$ cat src/rtl/csp_pkg.sv
// csp_pkg: shared widths, config/job types and rounding helper for the
// cylinder surface projection block. No dependencies.
`default_nettype none
package csp_pkg;

    localparam int COORD_W    = 32;
    localparam int MAX_POINTS = 64;
    localparam int CNT_W      = 7;
    localparam int IDX_W      = 6;
    localparam int DIR_W      = 16;
    localparam int RAD_W      = 31;
    localparam int DIFF_W     = 33;
    localparam int DVD_W      = 64;
    localparam int DVS_W      = 32;
    localparam int QUO_W      = 40;
    localparam int ADDR_W     = 5;
    localparam int DATA_W     = 32;

    localparam logic [2:0] REG_RADIUS = 3'd0;
    localparam logic [2:0] REG_DIR_X  = 3'd1;
    localparam logic [2:0] REG_DIR_Y  = 3'd2;
    localparam logic [2:0] REG_DIR_Z  = 3'd3;
    localparam logic [2:0] REG_AP_X   = 3'd4;
    localparam logic [2:0] REG_AP_Y   = 3'd5;
    localparam logic [2:0] REG_AP_Z   = 3'd6;

    typedef struct packed {
        logic [RAD_W-1:0]             radius;
        logic [2:0][DIR_W-1:0]        dir;
        logic [2:0][COORD_W-1:0]      ap;
    } cfg_t;

    typedef struct packed {
        logic [2:0][COORD_W-1:0]      start;
        logic [2:0][DIFF_W-1:0]       diff;
        logic [IDX_W-1:0]             idx;
        logic [CNT_W-1:0]             cnt;
    } job_t;

    // divide by 2^14, round half away from zero
    function automatic logic signed [52:0] rnd14(input logic signed [52:0] v);
        logic [52:0] m;
        logic [52:0] q;
        m = v[52] ? 53'(-v) : 53'(v);
        q = (m + 53'd8192) >> 14;
        return v[52] ? -$signed(q) : $signed(q);
    endfunction

endpackage
`default_nettype wire

$ cat src/rtl/csp_queue.sv
// csp_queue: two-entry job queue between front and back.
// Uses csp_pkg.
`default_nettype none
module csp_queue (
    input  wire logic           clk,
    input  wire logic           rst_n,
    input  wire logic           push,
    input  wire csp_pkg::job_t  push_job,
    input  wire logic           pop,
    output logic                full,
    output logic                empty,
    output csp_pkg::job_t       pop_job
);
    import csp_pkg::*;

    job_t        mem [2];
    logic        wp_reg;
    logic        rp_reg;
    logic [1:0]  cnt_reg;

    assign full    = cnt_reg == 2'd2;
    assign empty   = cnt_reg == 2'd0;
    assign pop_job = mem[rp_reg];

    always_ff @(posedge clk or negedge rst_n)
    begin
        if (!rst_n)
        begin
            wp_reg  <= 1'b0;
            rp_reg  <= 1'b0;
            cnt_reg <= '0;
        end
        else
        begin
            if (push)
                wp_reg <= !wp_reg;
            if (pop)
                rp_reg <= !rp_reg;
            cnt_reg <= cnt_reg + 2'(push) - 2'(pop);
        end
    end

    always_ff @(posedge clk)
    begin
        if (push)
            mem[wp_reg] <= push_job;
    end

endmodule
`default_nettype wire

$ cat config.mk
export PLATFORM = sky130hd
export DESIGN_NAME = csp_queue
export DESIGN_NICKNAME = d
export VERILOG_FILES = /design/src/rtl/csp_pkg.sv /design/src/rtl/csp_queue.sv
export SDC_FILE = /design/constraint.sdc
export NUM_CORES = 1
export LEC_CHECK = 0
export ABC_AREA = 0
export BUFFER_PORTS_ARGS = -buffer_cell sky130_fd_sc_hd__buf_2
export CAP_MARGIN = 25
export CORE_UTILIZATION = 48
export DETAILED_ROUTE_END_ITERATION = 10
export HOLD_SLACK_MARGIN = 0.06
export PLACE_DENSITY = 0.74
export REMOVE_ABC_BUFFERS = 1
export SLEW_MARGIN = 10
export SYNTH_ARGS = -nofsm -noshare
export SYNTH_HDL_FRONTEND = slang
export SYNTH_SLANG_ARGS = --single-unit
$ cat constraint.sdc
create_clock -name clk -period 30.3 [get_ports clk]
set_input_delay 6.06 -clock clk [delete_from_list [all_inputs] [get_ports clk]]
set_output_delay 6.06 -clock clk [all_outputs]
set_load 0.005 [all_outputs]
==> metrics.md <==
| Metric | Value |
|---|---|
| Status | complete, no violations |
| Synth warn | 0 |
| Cell variety after synth | 14 |
| Post-CTS setup buffer count | 0 |
| Critical path endpoint category | output pin |
| Antenna Violating Nets Remaining | 0 |
| Synth Area in Compound Gates | 0% |
| PnR worst setup slack | 20.65 ns |
| FFs w/ async S/R, synth | 0.952% |
| Switching portion of total power | 26.3% |
| Crit path max fanout | 60 |
| Seq. cell area | 0.0126 sq mm |
| DIE WIDTH | 182 microns |
| Synthesized flop and latch total | 420 |
| CP max-delay cell | dfrtp_4 |
| Max-cap violations | 0 |
| Die Area | 0.0332 sq mm |
| H-tree Lvls | 2 |
| Vias in the first global route | 7971 |
| Tcrit/Tclk final | 31.9% |
| Synth area leader | edfxtp_1 |
| Final wirelength | 30900 microns |
| Cts hold-fix bufs | 0 |
| Switching power total | 465 uW |
| RSZ-0062 raised after global routing | false |
| Drt wl/cell | 19.5 microns |
| Most common cell on crit path | buf_4 |
| Clk_lat worst skew | 0.52 ns |
| Synth cell count leaders | edfxtp_1, mux2_2, mux2_4, buf_6, buf_2 |
| Data required, critical path | 24.24 ns |
| Most frequent cell after synthesis | edfxtp_1 |
| Initial antenna violation count | 10 |
| First-pass GRT wire length | 45500 microns |
| Worst Skew | 0.00957 ns |
| Synth Area in Adders | 0.160% |
| Comb power frac | 27.3% |
| Clk sink count | 420 |
| Post-CTS sizing | 0 |
| Layout cell share with drive strength beyond 1 | 60.9% |
| Clock root cell | clkbuf_16 |
| Hold Fails Final Rpt | 0 |
| Port Buffers | 421 |
| Deepest clock path buffer count | 3 |
| Floorplan row count | 65 |
| Hold Crit Start | wp_reg |
| Core Area | 0.0318 sq mm |
| Crit path DAT | 3.59 ns |
| Seq/Total Area, Yosys | 80.7% |
| Mapped Area | 0.0156 sq mm |
| Design area | 0.0194 sq mm |
| DR pass1 iterations | 4 |
| Post-synthesis mux area share | 17.4% |
| Sequential power share | 45.9% |
| I/O pin total | 422 |
| Synth Area in Simple Gates | 0.144% |
| Startpoint types | register |
| Pre-CTS setup slack | 21.20 ns |
| Area of the multi-input gates | 0.00282 sq mm |
| CTS buffer count | 43 |
| Final Max Slew Viols | 0 |
| Top-area cell type share of the netlist area | 80.1% |
| Critical path type | register to output pin |
| Hold Path Class | register to register |
| EDFF count, synth | 416 |
| Final hold slack | 0.545 ns |
| Top cells by area in the synthesized netlist | edfxtp_1, mux2_4, mux2_2, buf_6, dfrtp_1 |
| Slowest stage delay, CP | 0.84 ns |
| Worst r2r src | wp_reg |
| Via/cell ratio | 4.92 |
| Total GRT Usage | 18.1% |
| XOR/XNOR Fraction of Synth Area | 0.265% |
| Syn-to-layout area delta | 24.6% |
| Max Freq | 104 MHz |
| Residual DRC | 0 |
| IR drop worst, VDD | 0.0767 mV |
| Pint | 1.30 mW |
| Largest net degree at the start of global routing | 74 |
| Sum of negative setup slack | 0 ns |
| Critical path cell sequence | buf_4 > buf_4 > mux2_2 > buf_2 |
| Least-Margin Pin Slew | 0.989 ns |
| Total global routing overflow | 0 |
| Ys flop type | edfxtp_1 |
| CTS tree | built |
| Syn Area/Cell | 23.6 sq um |
| Synth Instances | 662 |
| Final setup fails | 0 |
| Vias after detailed routing | 7792 |
| Gp weighted congestion | 0.760 |
| Main combinational cell family by area after synthesis | multiplexers |
| Crit. Startpoint | rp_reg |
| # nets final | 1327 |
| Starting DRT DRC Count | 425 |
| Layout fillers | 2293 |
| Placed Area | 0.0181 sq mm |
| Starting Density | 49.0% |
| Slew HR | 34.0% |
| PD cells | 91.1 mW/mm^2 |
| Hpwl dp | 20900 microns |
| Height of the die | 182 microns |
| Clock Power Share | 26.9% |
| Clk slew on worst S/H paths | 0.06 ns |
| Number of flip-flops in the largest register | 416 |
| Leakage | 7.58 nW |
| Min cycle time layout | 9.65 ns |
## per-layer routing
| layer | routed length [microns] | part of all wire (%) | vias up | GRT usage (%) |
|---|---|---|---|---|
| met5 | 32 | 0.10 | - | 0 |
| met4 | 788 | 2.5 | 6 | 6.05 |
| met3 | 3100 | 10 | 56 | 6.98 |
| met2 | 15500 | 50 | 341 | 31.1 |
| met1 | 11500 | 37 | 3835 | 20.6 |
| li1 | - | - | 3554 | - |
## per-stage QoR
stage	total power, mW	utilization [%]	cells
2_1_floorplan	1.22	-	639
3_3_place_gp	1.30	57.0	1503
3_5_place_dp	1.31	57.0	1503
4_1_cts	1.79	61.0	1578
5_1_grt	1.85	61.1	1584
6_report	1.77	61.1	1585
## power groups by stage
stage	registers (mW)	logic [mW]	clock network, mW
after floorplan	0.881	0.341	0
after global placement	0.820	0.482	0
after detailed placement	0.824	0.487	0
after CTS	0.813	0.490	0.489
after global routing	0.821	0.518	0.510
final	0.811	0.482	0.475
## cell families (layout without fill, tap and decap cells)
kind of cell / after synthesis / after routing
other cells: 0 / 7
simple gates: 4 / 4
buf+inv: 25 / 506
flops: 420 / 420
fa+ha+maj: 2 / 2
xor+xnor: 3 / 3
mux: 208 / 208
## cell type report
class	instances	area share (%)
tap	435	2.80
multi-input combinational	217	14.5
sequential	420	64.8
clock buffer	58	6.15
inverter	2	0.0386
clock inverter	17	0.432
antenna	7	0.0902
timing repair buffer	429	11.2
## layout by cell type (no fill, tap or decap), drive strengths merged
master,n
clkbuf,58
xor3,1
dfrtp,4
diode,7
inv,2
xor2,2
nor2,1
clkinv,15
clkinvlp,2
nor2b,2
and2,1
edfxtp,416
ha,2
mux2,208
buf,429
## final timing paths
| kind | to | slack [ns] | cells after the start |
|---|---|---|---|
| worst min-delay path | wp_reg | 0.54 | 1 |
| worst max-delay path | pop_job[85] | 20.65 | 4 |
| max in group asynchronous | rp_reg | 24.83 | 1 |
| worst min register to register | wp_reg | 0.54 | 1 |
| worst max register to register | mem[0][45] | 27.27 | 3 |
| min in group asynchronous | rp_reg | 5.33 | 1 |
## worst max-delay path, delay by kind of cell (launching register included)
family	cells	cell delay [ns]
buffers and inverters	3	1.71
flip-flops	1	0.84
multiplexers	1	0.42
No activity file was read; power rests on OpenSTA's default activity.
