[config.mk]
export PLATFORM = sky130hd
export DESIGN_NAME = csp_front
export DESIGN_NICKNAME = d
export VERILOG_FILES = /design/src/rtl/csp_pkg.sv /design/src/rtl/csp_front.sv
export SDC_FILE = /design/constraint.sdc
export NUM_CORES = 1
export LEC_CHECK = 0
export BUFFER_PORTS_ARGS = -buffer_cell sky130_fd_sc_hd__buf_2
export CORE_ASPECT_RATIO = 0.8
export CORE_MARGIN = 3
export CORE_UTILIZATION = 35
export CTS_CLUSTER_DIAMETER = 40
export DETAILED_ROUTE_END_ITERATION = 6
export MAX_ROUTING_LAYER = met4
export SLEW_MARGIN = 15
export SYNTH_ARGS = -nofsm -noshare
export SYNTH_HDL_FRONTEND = slang
export SYNTH_SLANG_ARGS = --single-unit
export TNS_END_PERCENT = 50
[constraint.sdc]
create_clock -name clk -period 16.1 [get_ports clk]
set_input_delay 3.22 -clock clk [delete_from_list [all_inputs] [get_ports clk]]
set_output_delay 3.22 -clock clk [all_outputs]
set_load 0.02 [all_outputs]
[src/rtl/csp_pkg.sv]
// csp_pkg: shared widths, config/job types and rounding helper for the
// cylinder surface projection block. No dependencies.
`default_nettype none
package csp_pkg;

    localparam int COORD_W    = 32;
    localparam int MAX_POINTS = 64;
    localparam int CNT_W      = 7;
    localparam int IDX_W      = 6;
    localparam int DIR_W      = 16;
    localparam int RAD_W      = 31;
    localparam int DIFF_W     = 33;
    localparam int DVD_W      = 64;
    localparam int DVS_W      = 32;
    localparam int QUO_W      = 40;
    localparam int ADDR_W     = 5;
    localparam int DATA_W     = 32;

    localparam logic [2:0] REG_RADIUS = 3'd0;
    localparam logic [2:0] REG_DIR_X  = 3'd1;
    localparam logic [2:0] REG_DIR_Y  = 3'd2;
    localparam logic [2:0] REG_DIR_Z  = 3'd3;
    localparam logic [2:0] REG_AP_X   = 3'd4;
    localparam logic [2:0] REG_AP_Y   = 3'd5;
    localparam logic [2:0] REG_AP_Z   = 3'd6;

    typedef struct packed {
        logic [RAD_W-1:0]             radius;
        logic [2:0][DIR_W-1:0]        dir;
        logic [2:0][COORD_W-1:0]      ap;
    } cfg_t;

    typedef struct packed {
        logic [2:0][COORD_W-1:0]      start;
        logic [2:0][DIFF_W-1:0]       diff;
        logic [IDX_W-1:0]             idx;
        logic [CNT_W-1:0]             cnt;
    } job_t;

    // divide by 2^14, round half away from zero
    function automatic logic signed [52:0] rnd14(input logic signed [52:0] v);
        logic [52:0] m;
        logic [52:0] q;
        m = v[52] ? 53'(-v) : 53'(v);
        q = (m + 53'd8192) >> 14;
        return v[52] ? -$signed(q) : $signed(q);
    endfunction

endpackage
`default_nettype wire

[src/rtl/csp_front.sv]
// csp_front: accepts requests, clamps the count and issues one job per point.
// Uses csp_pkg. Feeds csp_queue.
`default_nettype none
module csp_front (
    input  wire logic                        clk,
    input  wire logic                        rst_n,
    input  wire logic                        in_valid,
    output logic                             in_stall,
    input  wire logic [2:0][csp_pkg::COORD_W-1:0] start_pt,
    input  wire logic [2:0][csp_pkg::COORD_W-1:0] end_pt,
    input  wire logic [csp_pkg::CNT_W-1:0]   count,
    input  wire logic                        q_full,
    output logic                             q_push,
    output csp_pkg::job_t                    q_job
);
    import csp_pkg::*;

    logic                       busy_reg;
    logic [IDX_W-1:0]           i_reg;
    logic [CNT_W-1:0]           n_reg;
    logic [2:0][COORD_W-1:0]    s_reg;
    logic [2:0][DIFF_W-1:0]     d_reg;
    logic [CNT_W-1:0]           n_clamp;
    logic                       accept;
    logic                       is_last;

    assign n_clamp  = (count > CNT_W'(MAX_POINTS)) ? CNT_W'(MAX_POINTS) : count;
    assign accept   = in_valid && !busy_reg;
    assign in_stall = busy_reg;
    assign q_push   = busy_reg && !q_full;
    assign is_last  = ({1'b0, i_reg} + CNT_W'(1)) == n_reg;

    always_ff @(posedge clk or negedge rst_n)
    begin
        if (!rst_n)
        begin
            busy_reg <= 1'b0;
            i_reg    <= '0;
        end
        else if (accept)
        begin
            busy_reg <= n_clamp != '0;
            i_reg    <= '0;
        end
        else if (q_push)
        begin
            if (is_last)
                busy_reg <= 1'b0;
            i_reg <= i_reg + IDX_W'(1);
        end
    end

    always_ff @(posedge clk)
    begin
        if (accept)
        begin
            n_reg <= n_clamp;
            for (int k = 0; k < 3; k++)
            begin
                s_reg[k] <= start_pt[k];
                d_reg[k] <= DIFF_W'($signed({end_pt[k][COORD_W-1], end_pt[k]})
                                  - $signed({start_pt[k][COORD_W-1], start_pt[k]}));
            end
        end
    end

    always_comb
    begin
        q_job.start = s_reg;
        q_job.diff  = d_reg;
        q_job.idx   = i_reg;
        q_job.cnt   = n_reg;
    end

endmodule
`default_nettype wire

==> flow_summary.toml <==
[outcome]
outcome = "complete, no violations"

[global_route]
grtUsageTotal_pct = 18.62
overflow = 0
grt_max_degree = 72
grt_pass1_wl_mm = 51.78
antenna_found_initial = 10
grt_pass1_vias = 9658

[logic_synthesis]
syn_nets = 1378
synth_top_area_share_pct = 50.36
synth_edf_count = 202
netlist_area_um2 = 12050
seq_area_frac_synth_pct = 51.81
async_flop_share_pct = 3.349
yosysWarnings = 0
synthCells = 1075
synth-seq-cells = 209
syn_area_per_cell_um2 = 11.20
synthFlopType = "edfxtp_1"
synthTopCellsByArea = "edfxtp_1 (50%), ha_1 (10%), xnor2_1 (4.3%), a21oi_1 (4.0%), inv_1 (3.9%)"
synth_area_leader_cell = "edfxtp_1"
synth_cell_type_count = 70

[job]
cap_violations = 0

[pwr]
leakage_nw = 7.251
pwr-share-comb_pct = 22.6
p_switching_w = 0.0006032
pwr-share-clk_pct = 41.5
power.density_nw_per_um2 = 123.6
seqPwrFrac_pct = 35.8
cell_internal_pwr_w = 0.001367
swShare_pct = 30.61
ir_drop_uv = 80.43

[cts]
cts_max_path_buffers = 3
cts_setup_buffers = 0
cts_buffers = 39
cts_tree = "done"
htree_levels = 2
clock-sinks = 209
ctsResizeCount = 0
cts_hold_buf = 0
root_buffer = "clkbuf_16"
clk_latency_ps = 520
clkTransAtPathRegs_ps = 50

[sta]
setup_tns_ps = 0
final_max_slew_viol_count = 0
fin_skew_ps = 16.42
setup_ws_ps = 8987
hold_viol_final = 0
final.min_clock_period_ps = 7113
worstMarginPinSlew_ps = 956.4
max_freq_mhz = 140.6
finalSetupViolations = 0
relSlewSlack_pct = 36.24
grt_setup_unrepaired = "no"
fin_crit_sh_pct = 44.18

[floorplan]
die_x_um = 213.4
fp-row-count = 60
die_area_um2 = 36690
die_h_um = 171.9
pin_count = 413
start_util_pct = 35.66
fp.coreArea_um2 = 33780

[detailed_routing]
firstDrtPassIters = 5
drtIter0Drc = 619
vias_per_cell = 4.915
wirelength_mm = 34.65
antenna_left = 0
drc = 0
drt-wirelength-per-cell_um = 17.47
num_vias = 9751

[setup_path]
cp_data_arrival_time_ps = 3890
start_kind = "input port"
crit_type = "input port to primary output"
path_max_fanout = 6
crit_path_end_kind = "primary output"
required_ps = 12880

[placement]
port_buffers = 412
gp_congestion = 0.9083
dp_hpwl_mm = 27.87
dp_worst_setup_slack_ps = 9009

[layout]
nets = 1814
area_growth_pct = 32.34
drive_gt1_share_pct = 32.84
final_cell_mix = "buf_2 (412), edfxtp_1 (202), inv_1 (124), a21oi_1 (97), ha_1 (97)"
final_common_cell = "buf_2"
largest_reg_flops = 195

[min_path]
hold_path.class = "register to register"
-- cell families (layout without fill, tap and decap cells) --
| family | after synthesis | after routing | share of synthesized area (%) |
|---|---|---|---|
| mux | 1 | 1 | 0.08310 |
| flops | 209 | 209 | 51.81 |
| fa+ha+maj | 100 | 100 | 10.57 |
| compound gates | 293 | 293 | 16.35 |
| buf+inv | 144 | 610 | 4.498 |
| other cells | 0 | 9 | 0 |
| xor+xnor | 89 | 89 | 6.471 |
| simple gates | 239 | 239 | 10.21 |
-- area by class of cell --
cell class,count,area (um^2)
fillers,3135,17840
flip-flops and latches,209,6241
repair buffers,415,2085
diodes,9,22.52
clock buffers,41,983.4
clock inverters,30,330.3
well taps,434,543.0
inverters,124,465.4
multi-input cells,722,5270
-- cell usage after synthesis, types with 4 or more instances --
master    instances
edfxtp_1        202
nand4_1          14
o21a_1           16
nor3_1           24
a211oi_1          4
ha_1             97
nor2_1           57
o211ai_1          6
inv_1           124
nand2_1          46
o21bai_1          8
nor2b_1          21
dfrtp_1           7
clkbuf_1         17
xor2_1           30
and3_1            7
nor4_1            6
nand2b_1         17
a21oi_1          97
xnor2_1          59
and4_1            8
a21o_1           54
o41ai_1           5
nand3_1          20
o21ai_0          50
o21ai_1           4
a31oi_1           9
-- per-layer routing --
| metal | share of wire, % | GRT usage, % |
|---|---|---|
| met1 | 43 | 22.67 |
| met2 | 46 | 29.73 |
| met3 | 9.4 | 6.584 |
| met4 | 2.1 | 4.739 |
| met5 | 0 | - |
-- path summary, 6_finish.rpt --
check                      cells past startpoint              endpoint                 start  slack [ps]
max in group asynchronous                      1  i_reg[0]$_DFFE_PN0P_                 rst_n       13400
min in group asynchronous                      1  in_stall$_DFFE_PN0P_                 rst_n        2540
setup reg to reg                               3   q_job[94]$_DFFE_PP_  in_stall$_DFFE_PN0P_       13470
hold reg to reg                                2  i_reg[5]$_DFFE_PN0P_  i_reg[5]$_DFFE_PN0P_         610
hold / removal                                 2  i_reg[5]$_DFFE_PN0P_  i_reg[5]$_DFFE_PN0P_         610
setup / recovery                               4                q_push                q_full        8990
-- worst max-delay path: stages --
cell,delay [ps]
buf_2,100
nand2b_1,210
inv_1,170
buf_2,190
-- power groups by stage --
| stage | combinational, W | sequential, W | clock [W] |
|---|---|---|---|
| after floorplan | 0.000230 | 0.000805 | 0 |
| final | 0.000446 | 0.000706 | 0.000819 |
| after detailed placement | 0.000448 | 0.000716 | 0 |
| after CTS | 0.000450 | 0.000706 | 0.000842 |
| after global placement | 0.000444 | 0.000715 | 0 |
| after global routing | 0.000492 | 0.000711 | 0.000867 |
-- through the flow --
stage / hold slack, ps / cells / utilization, % / power [W] / instance area, um^2
3_5_place_dp: 582.2 / 1904 / 43.23 / 0.001164 / 14600
3_3_place_gp: 586.6 / 1904 / 43.23 / 0.001159 / 14600
2_1_floorplan: 632.7 / 1075 / - / 0.001035 / 12050
5_1_grt: 643.0 / 1984 / 47.19 / 0.002071 / 15940
6_report: 606.4 / 1984 / 47.19 / 0.001971 / 15940
4_1_cts: 593.3 / 1975 / 47.12 / 0.001998 / 15920
No activity file was read; power rests on OpenSTA's default activity.
